<file path="src/rtl/bdsm_pkg.sv">
`timescale 1ns / 1ps
// ----------------------------------------------------------------------------
// bdsm_pkg
// Shared widths, register indexes and stage types of the 4x4 ARGB downsampler.
// ----------------------------------------------------------------------------
package bdsm_pkg;

   localparam int NUM_CH    = 4;
   localparam int CH_W      = 8;
   localparam int PART_W    = 10;
   localparam int SUM_W     = 12;
   localparam int PIXEL_W   = NUM_CH * CH_W;
   localparam int SUB_COL_W = 8;
   localparam int SUB_ROW_W = 10;
   localparam int CNT_W     = 14;
   localparam int ADDR_W    = 26;
   localparam int COLS_W    = 7;
   localparam int ROWS_W    = 9;
   localparam int CSR_W     = 26;
   localparam int CSR_IDX_W = 2;
   localparam int LINE_W    = NUM_CH * SUM_W;

   localparam logic [CSR_IDX_W-1:0] CSR_OUT_COLS = 2'd0;
   localparam logic [CSR_IDX_W-1:0] CSR_OUT_ROWS = 2'd1;
   localparam logic [CSR_IDX_W-1:0] CSR_OUT_BASE = 2'd2;

   localparam logic [ROWS_W-1:0] ROWS_CAP = 9'd256;

   typedef logic [NUM_CH-1:0][PART_W-1:0] partial_type;
   typedef logic [NUM_CH-1:0][SUM_W-1:0]  sums_type;

   // what the front stage hands to the line store stage for one block end
   typedef struct packed {
      partial_type       partial;
      logic              blk_end;
      logic              emit;
      logic              block_top;
      logic [ADDR_W-1:0] dest;
      logic              eoi;
   } front_info_type;

endpackage

</file>
<file path="src/rtl/bdsm_line_store.sv">
`timescale 1ns / 1ps
// ----------------------------------------------------------------------------
// bdsm_line_store
// Synchronous line store of block-column sums, one write and one read port.
// ----------------------------------------------------------------------------
module bdsm_line_store #(
   parameter int DEPTH = 64,
   parameter int AW    = 6
) (
   input  logic                        clock,
   input  logic                        wr_en,
   input  logic [AW-1:0]               wr_addr,
   input  bdsm_pkg::sums_type          wr_data,
   input  logic                        rd_en,
   input  logic [AW-1:0]               rd_addr,
   output bdsm_pkg::sums_type          rd_data
);

   bdsm_pkg::sums_type mem [DEPTH];
   bdsm_pkg::sums_type rd_data_ff;

   always_ff @(posedge clock) begin
      if (wr_en) begin
         mem[wr_addr] <= wr_data;
      end
   end

   // read data holds until the next read
   always_ff @(posedge clock) begin
      if (rd_en) begin
         rd_data_ff <= mem[rd_addr];
      end
   end

   assign rd_data = rd_data_ff;

endmodule

</file>
<file path="src/rtl/bdsm_front.sv">
`timescale 1ns / 1ps
// ----------------------------------------------------------------------------
// bdsm_front
// Subpixel counters, horizontal 4-subpixel sums and line store read issue.
// ----------------------------------------------------------------------------
module bdsm_front #(
   parameter int MAX_OUT_COLS = 64,
   parameter int AW           = 6
) (
   input  logic                              clock,
   input  logic                              reset,
   input  logic                              accept,
   input  logic [bdsm_pkg::PIXEL_W-1:0]      subpixel,
   input  logic [bdsm_pkg::COLS_W-1:0]       out_cols,
   input  logic [bdsm_pkg::ROWS_W-1:0]       out_rows,
   input  logic [bdsm_pkg::ADDR_W-1:0]       out_base,
   output bdsm_pkg::front_info_type          info,
   output logic [AW-1:0]                     col_addr,
   output logic                              rd_en
);

   localparam int COLS_MAX  = (1 << bdsm_pkg::COLS_W) - 1;
   localparam int COLS_CAP  = (MAX_OUT_COLS < COLS_MAX) ? MAX_OUT_COLS : COLS_MAX;
   localparam int COL_LAST  = MAX_OUT_COLS - 1;
   localparam int BCOL_W    = bdsm_pkg::SUB_COL_W - 2;

   logic [bdsm_pkg::SUB_COL_W-1:0] sub_col_ff, sub_col_in;
   logic [bdsm_pkg::SUB_ROW_W-1:0] sub_row_ff, sub_row_in;
   logic [bdsm_pkg::CNT_W-1:0]     out_count_ff, out_count_in;
   bdsm_pkg::partial_type          row_partial_ff, row_partial_in;

   logic [bdsm_pkg::COLS_W-1:0]    eff_cols;
   logic [bdsm_pkg::ROWS_W-1:0]    eff_rows;
   logic [bdsm_pkg::COLS_W+1:0]    last_col;
   logic [bdsm_pkg::ROWS_W+1:0]    last_row;
   logic                           row_end;
   logic                           img_end;
   logic                           blk_end;
   logic                           emit;
   logic [BCOL_W-1:0]              bcol;
   bdsm_pkg::partial_type          sum_now;

   always_comb begin
      eff_cols = (out_cols == '0) ? bdsm_pkg::COLS_W'(1) : out_cols;
      if (32'(eff_cols) > COLS_CAP) begin
         eff_cols = bdsm_pkg::COLS_W'(COLS_CAP);
      end
      eff_rows = (out_rows == '0) ? bdsm_pkg::ROWS_W'(1) : out_rows;
      if (eff_rows > bdsm_pkg::ROWS_CAP) begin
         eff_rows = bdsm_pkg::ROWS_CAP;
      end
      last_col = {eff_cols, 2'b00} - (bdsm_pkg::COLS_W+2)'(1);
      last_row = {eff_rows, 2'b00} - (bdsm_pkg::ROWS_W+2)'(1);
      row_end  = (bdsm_pkg::COLS_W+2)'(sub_col_ff) >= last_col;
      img_end  = row_end && ((bdsm_pkg::ROWS_W+2)'(sub_row_ff) >= last_row);
      blk_end  = sub_col_ff[1:0] == 2'b11;
      emit     = blk_end && (sub_row_ff[1:0] == 2'b11);
      bcol     = sub_col_ff[bdsm_pkg::SUB_COL_W-1:2];
      col_addr = (32'(bcol) > COL_LAST) ? AW'(COL_LAST) : AW'(bcol);
      for (int ch = 0; ch < bdsm_pkg::NUM_CH; ch++) begin
         sum_now[ch] = row_partial_ff[ch] +
                       bdsm_pkg::PART_W'(subpixel[ch*bdsm_pkg::CH_W +: bdsm_pkg::CH_W]);
      end
   end

   assign rd_en = accept && blk_end && (sub_row_ff[1:0] != 2'b00);

   always_comb begin
      info.partial   = sum_now;
      info.blk_end   = blk_end;
      info.emit      = emit;
      info.block_top = sub_row_ff[1:0] == 2'b00;
      info.dest      = out_base + bdsm_pkg::ADDR_W'(out_count_ff);
      info.eoi       = img_end;
   end

   always_comb begin
      sub_col_in     = sub_col_ff;
      sub_row_in     = sub_row_ff;
      out_count_in   = out_count_ff;
      row_partial_in = row_partial_ff;
      if (accept) begin
         row_partial_in = (blk_end || row_end) ? '0 : sum_now;
         if (emit) begin
            out_count_in = out_count_ff + bdsm_pkg::CNT_W'(1);
         end
         if (row_end) begin
            sub_col_in = '0;
            if (img_end) begin
               sub_row_in   = '0;
               out_count_in = '0;
            end else begin
               sub_row_in = sub_row_ff + bdsm_pkg::SUB_ROW_W'(1);
            end
         end else begin
            sub_col_in = sub_col_ff + bdsm_pkg::SUB_COL_W'(1);
         end
      end
   end

   always_ff @(posedge clock) begin
      if (reset) begin
         sub_col_ff     <= '0;
         sub_row_ff     <= '0;
         out_count_ff   <= '0;
         row_partial_ff <= '0;
      end else begin
         sub_col_ff     <= sub_col_in;
         sub_row_ff     <= sub_row_in;
         out_count_ff   <= out_count_in;
         row_partial_ff <= row_partial_in;
      end
   end

endmodule

</file>
<file path="src/rtl/box_downsample_4x4_argb_unit.sv">
`timescale 1ns / 1ps
// ----------------------------------------------------------------------------
// box_downsample_4x4_argb_unit
// 4x4 box-filter downsampler for 32-bit ARGB subpixels with a column line store.
// ----------------------------------------------------------------------------
// Takes one subpixel per cycle unless stalled, in raster order over an image of
// 4*out_cols by 4*out_rows subpixels, and returns one averaged ARGB pixel per 4x4
// block with its destination address and an end-of-image flag. A pixel passes the
// block-end stage register and then the result register after the transfer of the
// last subpixel of its block. Block-column sums live in a single synchronous line
// store of MAX_OUT_COLS entries: a block end below the top row of its block reads
// its entry at transfer, one above the bottom row writes it back on the following
// cycle, and a block end comes at most once every four subpixels, so the one read
// and one write port carry the full rate. The input stalls only when a pixel is
// ready while the result register is still held by a stalled consumer.
module box_downsample_4x4_argb_unit #(
   parameter int MAX_OUT_COLS = 64
) (
   input  logic                                clock,
   input  logic                                reset,
   input  logic                                req_valid,
   output logic                                req_stall,
   input  logic [bdsm_pkg::PIXEL_W-1:0]        req_subpixel,
   output logic                                rsp_valid,
   input  logic                                rsp_stall,
   output logic [bdsm_pkg::PIXEL_W-1:0]        rsp_pixel,
   output logic [bdsm_pkg::ADDR_W-1:0]         rsp_dest_address,
   output logic                                rsp_end_of_image,
   input  logic                                csr_write,
   input  logic [bdsm_pkg::CSR_IDX_W-1:0]      csr_index,
   input  logic [bdsm_pkg::CSR_W-1:0]          csr_data
);

   localparam int AW = (MAX_OUT_COLS > 1) ? $clog2(MAX_OUT_COLS) : 1;

   logic [bdsm_pkg::COLS_W-1:0] out_cols_ff, out_cols_in;
   logic [bdsm_pkg::ROWS_W-1:0] out_rows_ff, out_rows_in;
   logic [bdsm_pkg::ADDR_W-1:0] out_base_ff, out_base_in;

   logic                        accept;
   bdsm_pkg::front_info_type    front_info;
   logic [AW-1:0]               col_addr;
   logic                        rd_en;
   bdsm_pkg::sums_type          rd_data;

   logic                        s1_valid_ff, s1_valid_in;
   bdsm_pkg::front_info_type    s1_info_ff;
   logic [AW-1:0]               s1_addr_ff;
   logic                        s1_move;
   logic                        wr_en;
   bdsm_pkg::sums_type          sums;
   logic [bdsm_pkg::PIXEL_W-1:0] pixel;
   logic [bdsm_pkg::SUM_W:0]    rounded [bdsm_pkg::NUM_CH];

   logic                        out_valid_ff, out_valid_in;
   logic [bdsm_pkg::PIXEL_W-1:0] out_pixel_ff;
   logic [bdsm_pkg::ADDR_W-1:0] out_dest_ff;
   logic                        out_eoi_ff;
   logic                        wr_addr_ne;

   // configuration registers
   always_comb begin
      out_cols_in = out_cols_ff;
      out_rows_in = out_rows_ff;
      out_base_in = out_base_ff;
      if (csr_write) begin
         unique case (csr_index)
            bdsm_pkg::CSR_OUT_COLS: out_cols_in = csr_data[bdsm_pkg::COLS_W-1:0];
            bdsm_pkg::CSR_OUT_ROWS: out_rows_in = csr_data[bdsm_pkg::ROWS_W-1:0];
            bdsm_pkg::CSR_OUT_BASE: out_base_in = csr_data[bdsm_pkg::ADDR_W-1:0];
            default: ;
         endcase
      end
   end

   always_ff @(posedge clock) begin
      if (reset) begin
         out_cols_ff <= bdsm_pkg::COLS_W'(1);
         out_rows_ff <= bdsm_pkg::ROWS_W'(1);
         out_base_ff <= '0;
      end else begin
         out_cols_ff <= out_cols_in;
         out_rows_ff <= out_rows_in;
         out_base_ff <= out_base_in;
      end
   end

   // handshake
   assign s1_move   = s1_valid_ff && !(s1_info_ff.emit && out_valid_ff && rsp_stall);
   assign req_stall = s1_valid_ff && !s1_move;
   assign accept    = req_valid && !req_stall;

   bdsm_front #(
      .MAX_OUT_COLS (MAX_OUT_COLS),
      .AW           (AW)
   ) u_front (
      .clock    (clock),
      .reset    (reset),
      .accept   (accept),
      .subpixel (req_subpixel),
      .out_cols (out_cols_ff),
      .out_rows (out_rows_ff),
      .out_base (out_base_ff),
      .info     (front_info),
      .col_addr (col_addr),
      .rd_en    (rd_en)
   );

   bdsm_line_store #(
      .DEPTH (MAX_OUT_COLS),
      .AW    (AW)
   ) u_line_store (
      .clock   (clock),
      .wr_en   (wr_en),
      .wr_addr (s1_addr_ff),
      .wr_data (sums),
      .rd_en   (rd_en),
      .rd_addr (col_addr),
      .rd_data (rd_data)
   );

   // block-end stage: add the stored column sum, write back or form the pixel
   always_comb begin
      for (int ch = 0; ch < bdsm_pkg::NUM_CH; ch++) begin
         sums[ch] = (s1_info_ff.block_top ? '0 : rd_data[ch]) +
                    bdsm_pkg::SUM_W'(s1_info_ff.partial[ch]);
         rounded[ch] = {1'b0, sums[ch]} + (bdsm_pkg::SUM_W+1)'(8);
         pixel[ch*bdsm_pkg::CH_W +: bdsm_pkg::CH_W] = rounded[ch][bdsm_pkg::CH_W+3:4];
      end
   end

   // entries of consecutive block ends are at least four transfers apart
   assign wr_en = s1_move && !s1_info_ff.emit;

   always_comb begin
      s1_valid_in = s1_valid_ff;
      if (accept && front_info.blk_end) begin
         s1_valid_in = 1'b1;
      end else if (s1_move) begin
         s1_valid_in = 1'b0;
      end
   end

   always_ff @(posedge clock) begin
      if (reset) begin
         s1_valid_ff <= 1'b0;
      end else begin
         s1_valid_ff <= s1_valid_in;
      end
   end

   always_ff @(posedge clock) begin
      if (accept && front_info.blk_end) begin
         s1_info_ff <= front_info;
         s1_addr_ff <= col_addr;
      end
   end

   // result register
   always_comb begin
      out_valid_in = out_valid_ff;
      if (s1_move && s1_info_ff.emit) begin
         out_valid_in = 1'b1;
      end else if (out_valid_ff && !rsp_stall) begin
         out_valid_in = 1'b0;
      end
   end

   always_ff @(posedge clock) begin
      if (reset) begin
         out_valid_ff <= 1'b0;
      end else begin
         out_valid_ff <= out_valid_in;
      end
   end

   always_ff @(posedge clock) begin
      if (s1_move && s1_info_ff.emit) begin
         out_pixel_ff <= pixel;
         out_dest_ff  <= s1_info_ff.dest;
         out_eoi_ff   <= s1_info_ff.eoi;
      end
   end

   assign rsp_valid        = out_valid_ff;
   assign rsp_pixel        = out_pixel_ff;
   assign rsp_dest_address = out_dest_ff;
   assign rsp_end_of_image = out_eoi_ff;

   assign wr_addr_ne = s1_addr_ff != col_addr;

   // checks
   a_no_same_entry_rw: assert property (@(posedge clock) disable iff (reset)
      wr_en && rd_en |-> wr_addr_ne)
      else $error("line store read and write hit the same entry");

   a_stage_holds_block_end: assert property (@(posedge clock) disable iff (reset)
      s1_valid_ff |-> s1_info_ff.blk_end)
      else $error("block-end stage holds a non block-end transfer");

   a_no_read_while_held: assert property (@(posedge clock) disable iff (reset)
      s1_valid_ff && !s1_move |-> !rd_en)
      else $error("line store read while pending read data is held");

   a_no_result_overwrite: assert property (@(posedge clock) disable iff (reset)
      out_valid_ff && rsp_stall |-> !(s1_move && s1_info_ff.emit))
      else $error("held result overwritten");

endmodule
</file>
<file path="config.mk">
export PLATFORM = sky130hd
export DESIGN_NAME = box_downsample_4x4_argb_unit
export DESIGN_NICKNAME = d
export VERILOG_FILES = /design/src/rtl/bdsm_pkg.sv /design/src/rtl/bdsm_line_store.sv /design/src/rtl/bdsm_front.sv /design/src/rtl/box_downsample_4x4_argb_unit.sv
export SDC_FILE = /design/constraint.sdc
export NUM_CORES = 2
export LEC_CHECK = 0
export BUFFER_PORTS_ARGS = -buffer_cell sky130_fd_sc_hd__buf_4
export CAP_MARGIN = 30
export CORE_MARGIN = 1
export CORE_UTILIZATION = 42
export CTS_BUF_LIST = sky130_fd_sc_hd__clkbuf_4
export DETAILED_ROUTE_END_ITERATION = 16
export GPL_ROUTABILITY_DRIVEN = 0
export GPL_TIMING_DRIVEN = 0
export REMOVE_ABC_BUFFERS = 1
export SYNTH_ARGS = -nofsm -noshare
export SYNTH_HDL_FRONTEND = slang
export SYNTH_HIERARCHICAL = 1
export SYNTH_SLANG_ARGS = --single-unit
</file>
<file path="constraint.sdc">
create_clock -name clock -period 5.55 [get_ports clock]
set_input_delay 0.2775 -clock clock [delete_from_list [all_inputs] [get_ports clock]]
set_output_delay 0.2775 -clock clock [all_outputs]
set_load 0.05 [all_outputs]
</file>
Yosys cells after proc, flatten, opt, wreduce, memory -nomap -nowiden:

Memories as Yosys holds them, arrays and structs flattened. A register that Yosys moved wholly into a read port is not among the register bits.
Cells that the tools add are included.

* output and inout port bits: 61
* memory bits (writable): 3072
* register bits after elaboration: 250
* latch bits: 0
* ROM bits: 0
* memories: 1

* add/subtract/negate cells: 18
* equality and inequality tests: 4
* bitwise operators: 0
* multipliers: 0
* muxes and demuxes: 20
* shifts and indexed selects: 0
* div/mod/pow operators: 0
* reductions and logical operators: 29
* order comparisons: 4

Memories
* u_line_store.mem: words 64, bits a word 48, rd ports 1, clocked after memory_dff 1, write ports 1, line bdsm_line_store.sv:19 `bdsm_pkg::sums_type mem [DEPTH];`

Operators by type and width (number)
* adder 12 x 10 -> 12 bit: 4
* adder 12 x 4 -> 12 bit (second input constant): 4
* 2-to-1 mux 12 bit: 4
* 2-to-1 mux 14 bit: 3
* adder 10 x 8 -> 10 bit: 4
* 2-to-1 mux 40 bit: 1
* adder 26 x 14 -> 26 bit: 1
* 2-to-1 mux 9 bit: 2
* adder 14 x 1 -> 14 bit (second input constant): 1
* 2-to-1 mux 7 bit: 2
* logical AND 1 bit: 12
* greater-or-equal comparator 10 x 11 -> 1 bit: 1
* subtractor 11 x 1 -> 11 bit (second input constant): 1
* adder 10 x 1 -> 10 bit (second input constant): 1
* 2-to-1 mux 10 bit: 1
* greater-or-equal comparator 8 x 9 -> 1 bit: 1
* greater-than comparator 9 bit (second input constant): 1
* logical NOT 9 bit: 1
* subtractor 9 x 1 -> 9 bit (second input constant): 1
* adder 8 x 1 -> 8 bit (second input constant): 1
* 2-to-1 mux 8 bit: 1
* AND reduction 2 bit: 4
* greater-than comparator 7 bit (second input constant): 1
* logical NOT 7 bit: 1
* other kinds (7): 21

Logic depth before layout (Yosys ltp):

* depth after elaboration: 10
* gate-level depth with buffers: 16

By module:

Netlist, hierarchy kept.

Modules (own cells, without submodules)
* bdsm_line_store: cells an instance 4970, area an instance 117597.8 sq um, instances 1
* box_downsample_4x4_argb_unit: cells an instance 702, area an instance 8354.3 sq um, instances 1
* bdsm_front: cells an instance 731, area an instance 5869.4 sq um, instances 1

Worst setup path before layout:

No wires, ideal clock.

* path kind: register to register
* start point: register s1_info_ff[27] (netlist name)
* end point: register out_pixel_ff (netlist bit rsp_pixel[31]), data pin
* stages on the path, launching flop included: 14
* setup slack: -470 ps
* data arrival time: 5680 ps
* clock period less this slack: 6020 ps
* required time: 5209 ps
* setup time: 341 ps
* path through: edfxtp_1 > clkbuf_1 > clkbuf_1 > nor2b_1 > ha_1 > inv_1 > fa_1 > nor2b_1 > o31ai_1 > a21boi_0 > ha_1 > and3_1 > nand4_1 > xnor2_1

RTL lines
* from (decl): line box_downsample_4x4_argb_unit.sv:47 `bdsm_pkg::front_info_type s1_info_ff;`
* from (signal assigned): line box_downsample_4x4_argb_unit.sv:154 `s1_info_ff <= front_info;`
* to (signal assigned): line box_downsample_4x4_argb_unit.sv:179 `out_pixel_ff <= pixel;`
* to (decl): line box_downsample_4x4_argb_unit.sv:56 `logic [bdsm_pkg::PIXEL_W-1:0] out_pixel_ff;`

==> results.yml <==
run_status:
  status: "finished, final reports clean"
synth:
  avgSynthCellArea_um2: 20.6
  ys_seq_area_frac: 0.759
  ys_types: 73
  synth-seq-cells: 3370
  synth-edff-count: 3254
  synth_area_mm2: 0.132
  synth-async-reset-ratio: 0
  syn_inst: 6403
  yosys_warnings: 6
  synth_top_flop_cell: "edfxtp_1"
critical_path:
  critPathLaunchType: "flop"
  critical_path_class: "flop to flop"
  cp.required_ps: 6640
  cp-end-kind: "flop"
  path_max_fanout: 33
  crit_arrival_ps: 6140
floorplan:
  num_io_pins: 126
  dieHeight_um: 562
  initial_core_util: 0.422
  rows: 205
  core_mm2: 0.312
  die_area_mm2: 0.316
  die_width_um: 562
job:
  maxCapViolations: 0
final_layout:
  stdcell_count: 12303
  final_net_count: 7744
  fill_cells: 24913
  drive_above_1_share: 0.331
  final_util: 0.503
  design_area_mm2: 0.157
  area_growth_pct: 19.0
detailed_routing:
  drc: 0
  post_drt_wl_per_cell_um: 31.1
  drt_wl_total_mm: 382
  viasPerCell: 5.94
  drt_iter0_markers: 8805
  antenna_left: 0
  dr.pass1.iters: 6
  dr_total_vias: 73134
grt:
  gr-total-overflow: 0
  grt_pass1_wl_mm: 534
  antenna_found_initial: 16
  grt_pass1_vias: 72956
  track_usage: 0.239
  grt_max_degree: 65
timing:
  drv_slew: 0
  period_minus_slack_ps: 5050
  rsz0062_at_grt: "no"
  final-hold-violation-count: 0
  max-slew-margin-rel: 0.262
  fmax_mhz: 198
  whs_ps: 136
  tightest_slew_ps: 1110
  fin_tns_setup_ps: 0
  finalCritPeriodShare: 0.910
  setup_viol: 0
  fin_worst_skew_ps: 159
clocking:
  clock_path_buffers: 4
  clock_latency_ps: 1420
  clock_sinks: 3370
  clkTransAtPathRegs_ps: 70
  cts_root_buf: "clkbuf_4"
  h-tree-depth: 6
  cts_tree: "yes"
  cts_buffers: 832
power_and_ir_drop:
  leakagePower_nw: 50.1
  power.density_mw_per_mm2: 315
  irDropWorstVdd_mv: 0.174
placement:
  hpwl_mm: 244
  dpl_cell_area_mm2: 0.145
  placedCellCount: 10705
  numPortBuffers: 125
min_path:
  hp-class: "input port to flop"
## final timing paths
kind / start / to / slack [ps] / cells past startpoint
min reg2reg: s1_info_ff[5] / rsp_dest_address[4] / 400 / 0
min: req_subpixel[9] / u_front/row_partial_ff[11] / 140 / 7
max reg2reg: s1_info_ff[27] / u_line_store/mem[40][22] / 500 / 14
max: s1_info_ff[27] / u_line_store/mem[40][22] / 500 / 14
## flip-flops by register name, indices dropped and copies added, names as in the netlist
name,cells
s1_valid_ff,1
u_line_store/mem,3072
u_front/out_count_ff,14
out_rows_ff,9
rsp_pixel,32
out_cols_ff,7
u_front/sub_row_ff,10
s1_addr_ff,6
u_front/row_partial_ff,40
out_base_ff,26
u_front/sub_col_ff,8
rsp_valid,1
s1_info_ff,69
rsp_dest_address,26
u_line_store/rd_data,48
rsp_end_of_image,1
## worst max-delay path: stages (launching register included)
cell and delay, ps:
edfxtp_1 650, buf_16 280, buf_8 170, nor2b_1 150, ha_2 220, inv_1 60, fa_1 450, nor2b_1 230
o31a_1 270, o21ai_0 110, nand2b_1 200, a31oi_1 130, xnor2_1 770, inv_1 720, buf_16 380
## report_power, final
group	internal (W)	switching, W
Combinational	0.000550	0.000646
Sequential	0.0277	0.0000422
Clock	0.0106	0.00988
## area by class of cell
class                      count  area, um^2  share of cell area
inverter                      55         209             0.00133
tap                         4140        5180              0.0330
clock inverter               232        1450             0.00924
multi-input combinational   2641       30800               0.196
clock buffer                1197        8990              0.0573
timing repair buffer         660       10200              0.0651
antenna                        8        20.0            0.000128
sequential                  3370      100000               0.638
## per-layer routing
layer,vias up,track usage,share of wire
met3,682,0.0461,0.096
met2,4097,0.376,0.47
met4,4,0.0848,0.032
li1,29667,-,-
met1,38684,0.334,0.40
met5,-,0,0.000084
## per-stage QoR
stage / setup WS, ps / power, W
2_1_floorplan: -29990 / 0.0292
5_1_grt: 428 / 0.0511
3_3_place_gp: -49320 / 0.0297
3_5_place_dp: 507 / 0.0293
6_report: 502 / 0.0494
4_1_cts: 513 / 0.0498
## cells by family (layout without fill, tap and decap cells)
group / after synthesis / count (layout) / synth area share
mux: 845 / 845 / 0.136
compound gates: 819 / 819 / 0.0434
other cells: 0 / 8 / 0
xor+xnor: 143 / 143 / 0.00950
simple gates: 715 / 715 / 0.0257
fa+ha+maj: 119 / 119 / 0.0118
buf+inv: 392 / 2144 / 0.0149
flops: 3370 / 3370 / 0.759
## Yosys cell counts (all sizes together) (46+ instances only)
master | number | share of area
edfxtp | 3254 | 0.74
xor2 | 61 | 0.0041
a21oi | 179 | 0.0068
xnor2 | 82 | 0.0054
nand3 | 47 | 0.0019
a22o | 57 | 0.0038
buf | 200 | 0.0094
mux2i | 78 | 0.0059
a22oi | 103 | 0.0059
nor2b | 78 | 0.0038
o22ai | 125 | 0.0059
nand2 | 175 | 0.0050
inv | 55 | 0.0016
nor2 | 255 | 0.0073
a221oi | 83 | 0.0055
a211oi | 46 | 0.0027
dfxtp | 116 | 0.018
ha | 110 | 0.010
mux4 | 754 | 0.13
clkbuf | 137 | 0.0039
o21ai | 46 | 0.0017
## cells in the final DEF (no fill, tap or decap), drive strengths merged, types with 25 or more instances in the layout
cell type	Yosys	layout
edfxtp	3254	3254
clkbuf	137	1197
mux4	754	754
buf	200	502
nor2	255	255
clkinv	0	195
a21oi	179	179
nand2	175	175
dlygate4sd3	0	158
o22ai	125	125
dfxtp	116	116
ha	110	110
a22oi	103	103
a221oi	83	83
xnor2	82	82
mux2i	78	78
nor2b	78	78
inv	55	71
xor2	61	61
a22o	57	57
nand3	47	47
a211oi	46	46
o21ai	46	46
nor3	31	31
a21o	30	30
o221ai	28	28
o21a	25	25
## timing repair
item	in CTS	in global routing
hold buffers	160	0
buffers inserted	0	0
endpoints found under the hold margin	302	0
gates resized for setup	0	0
Note: power is estimated with default switching activity, not from simulation.
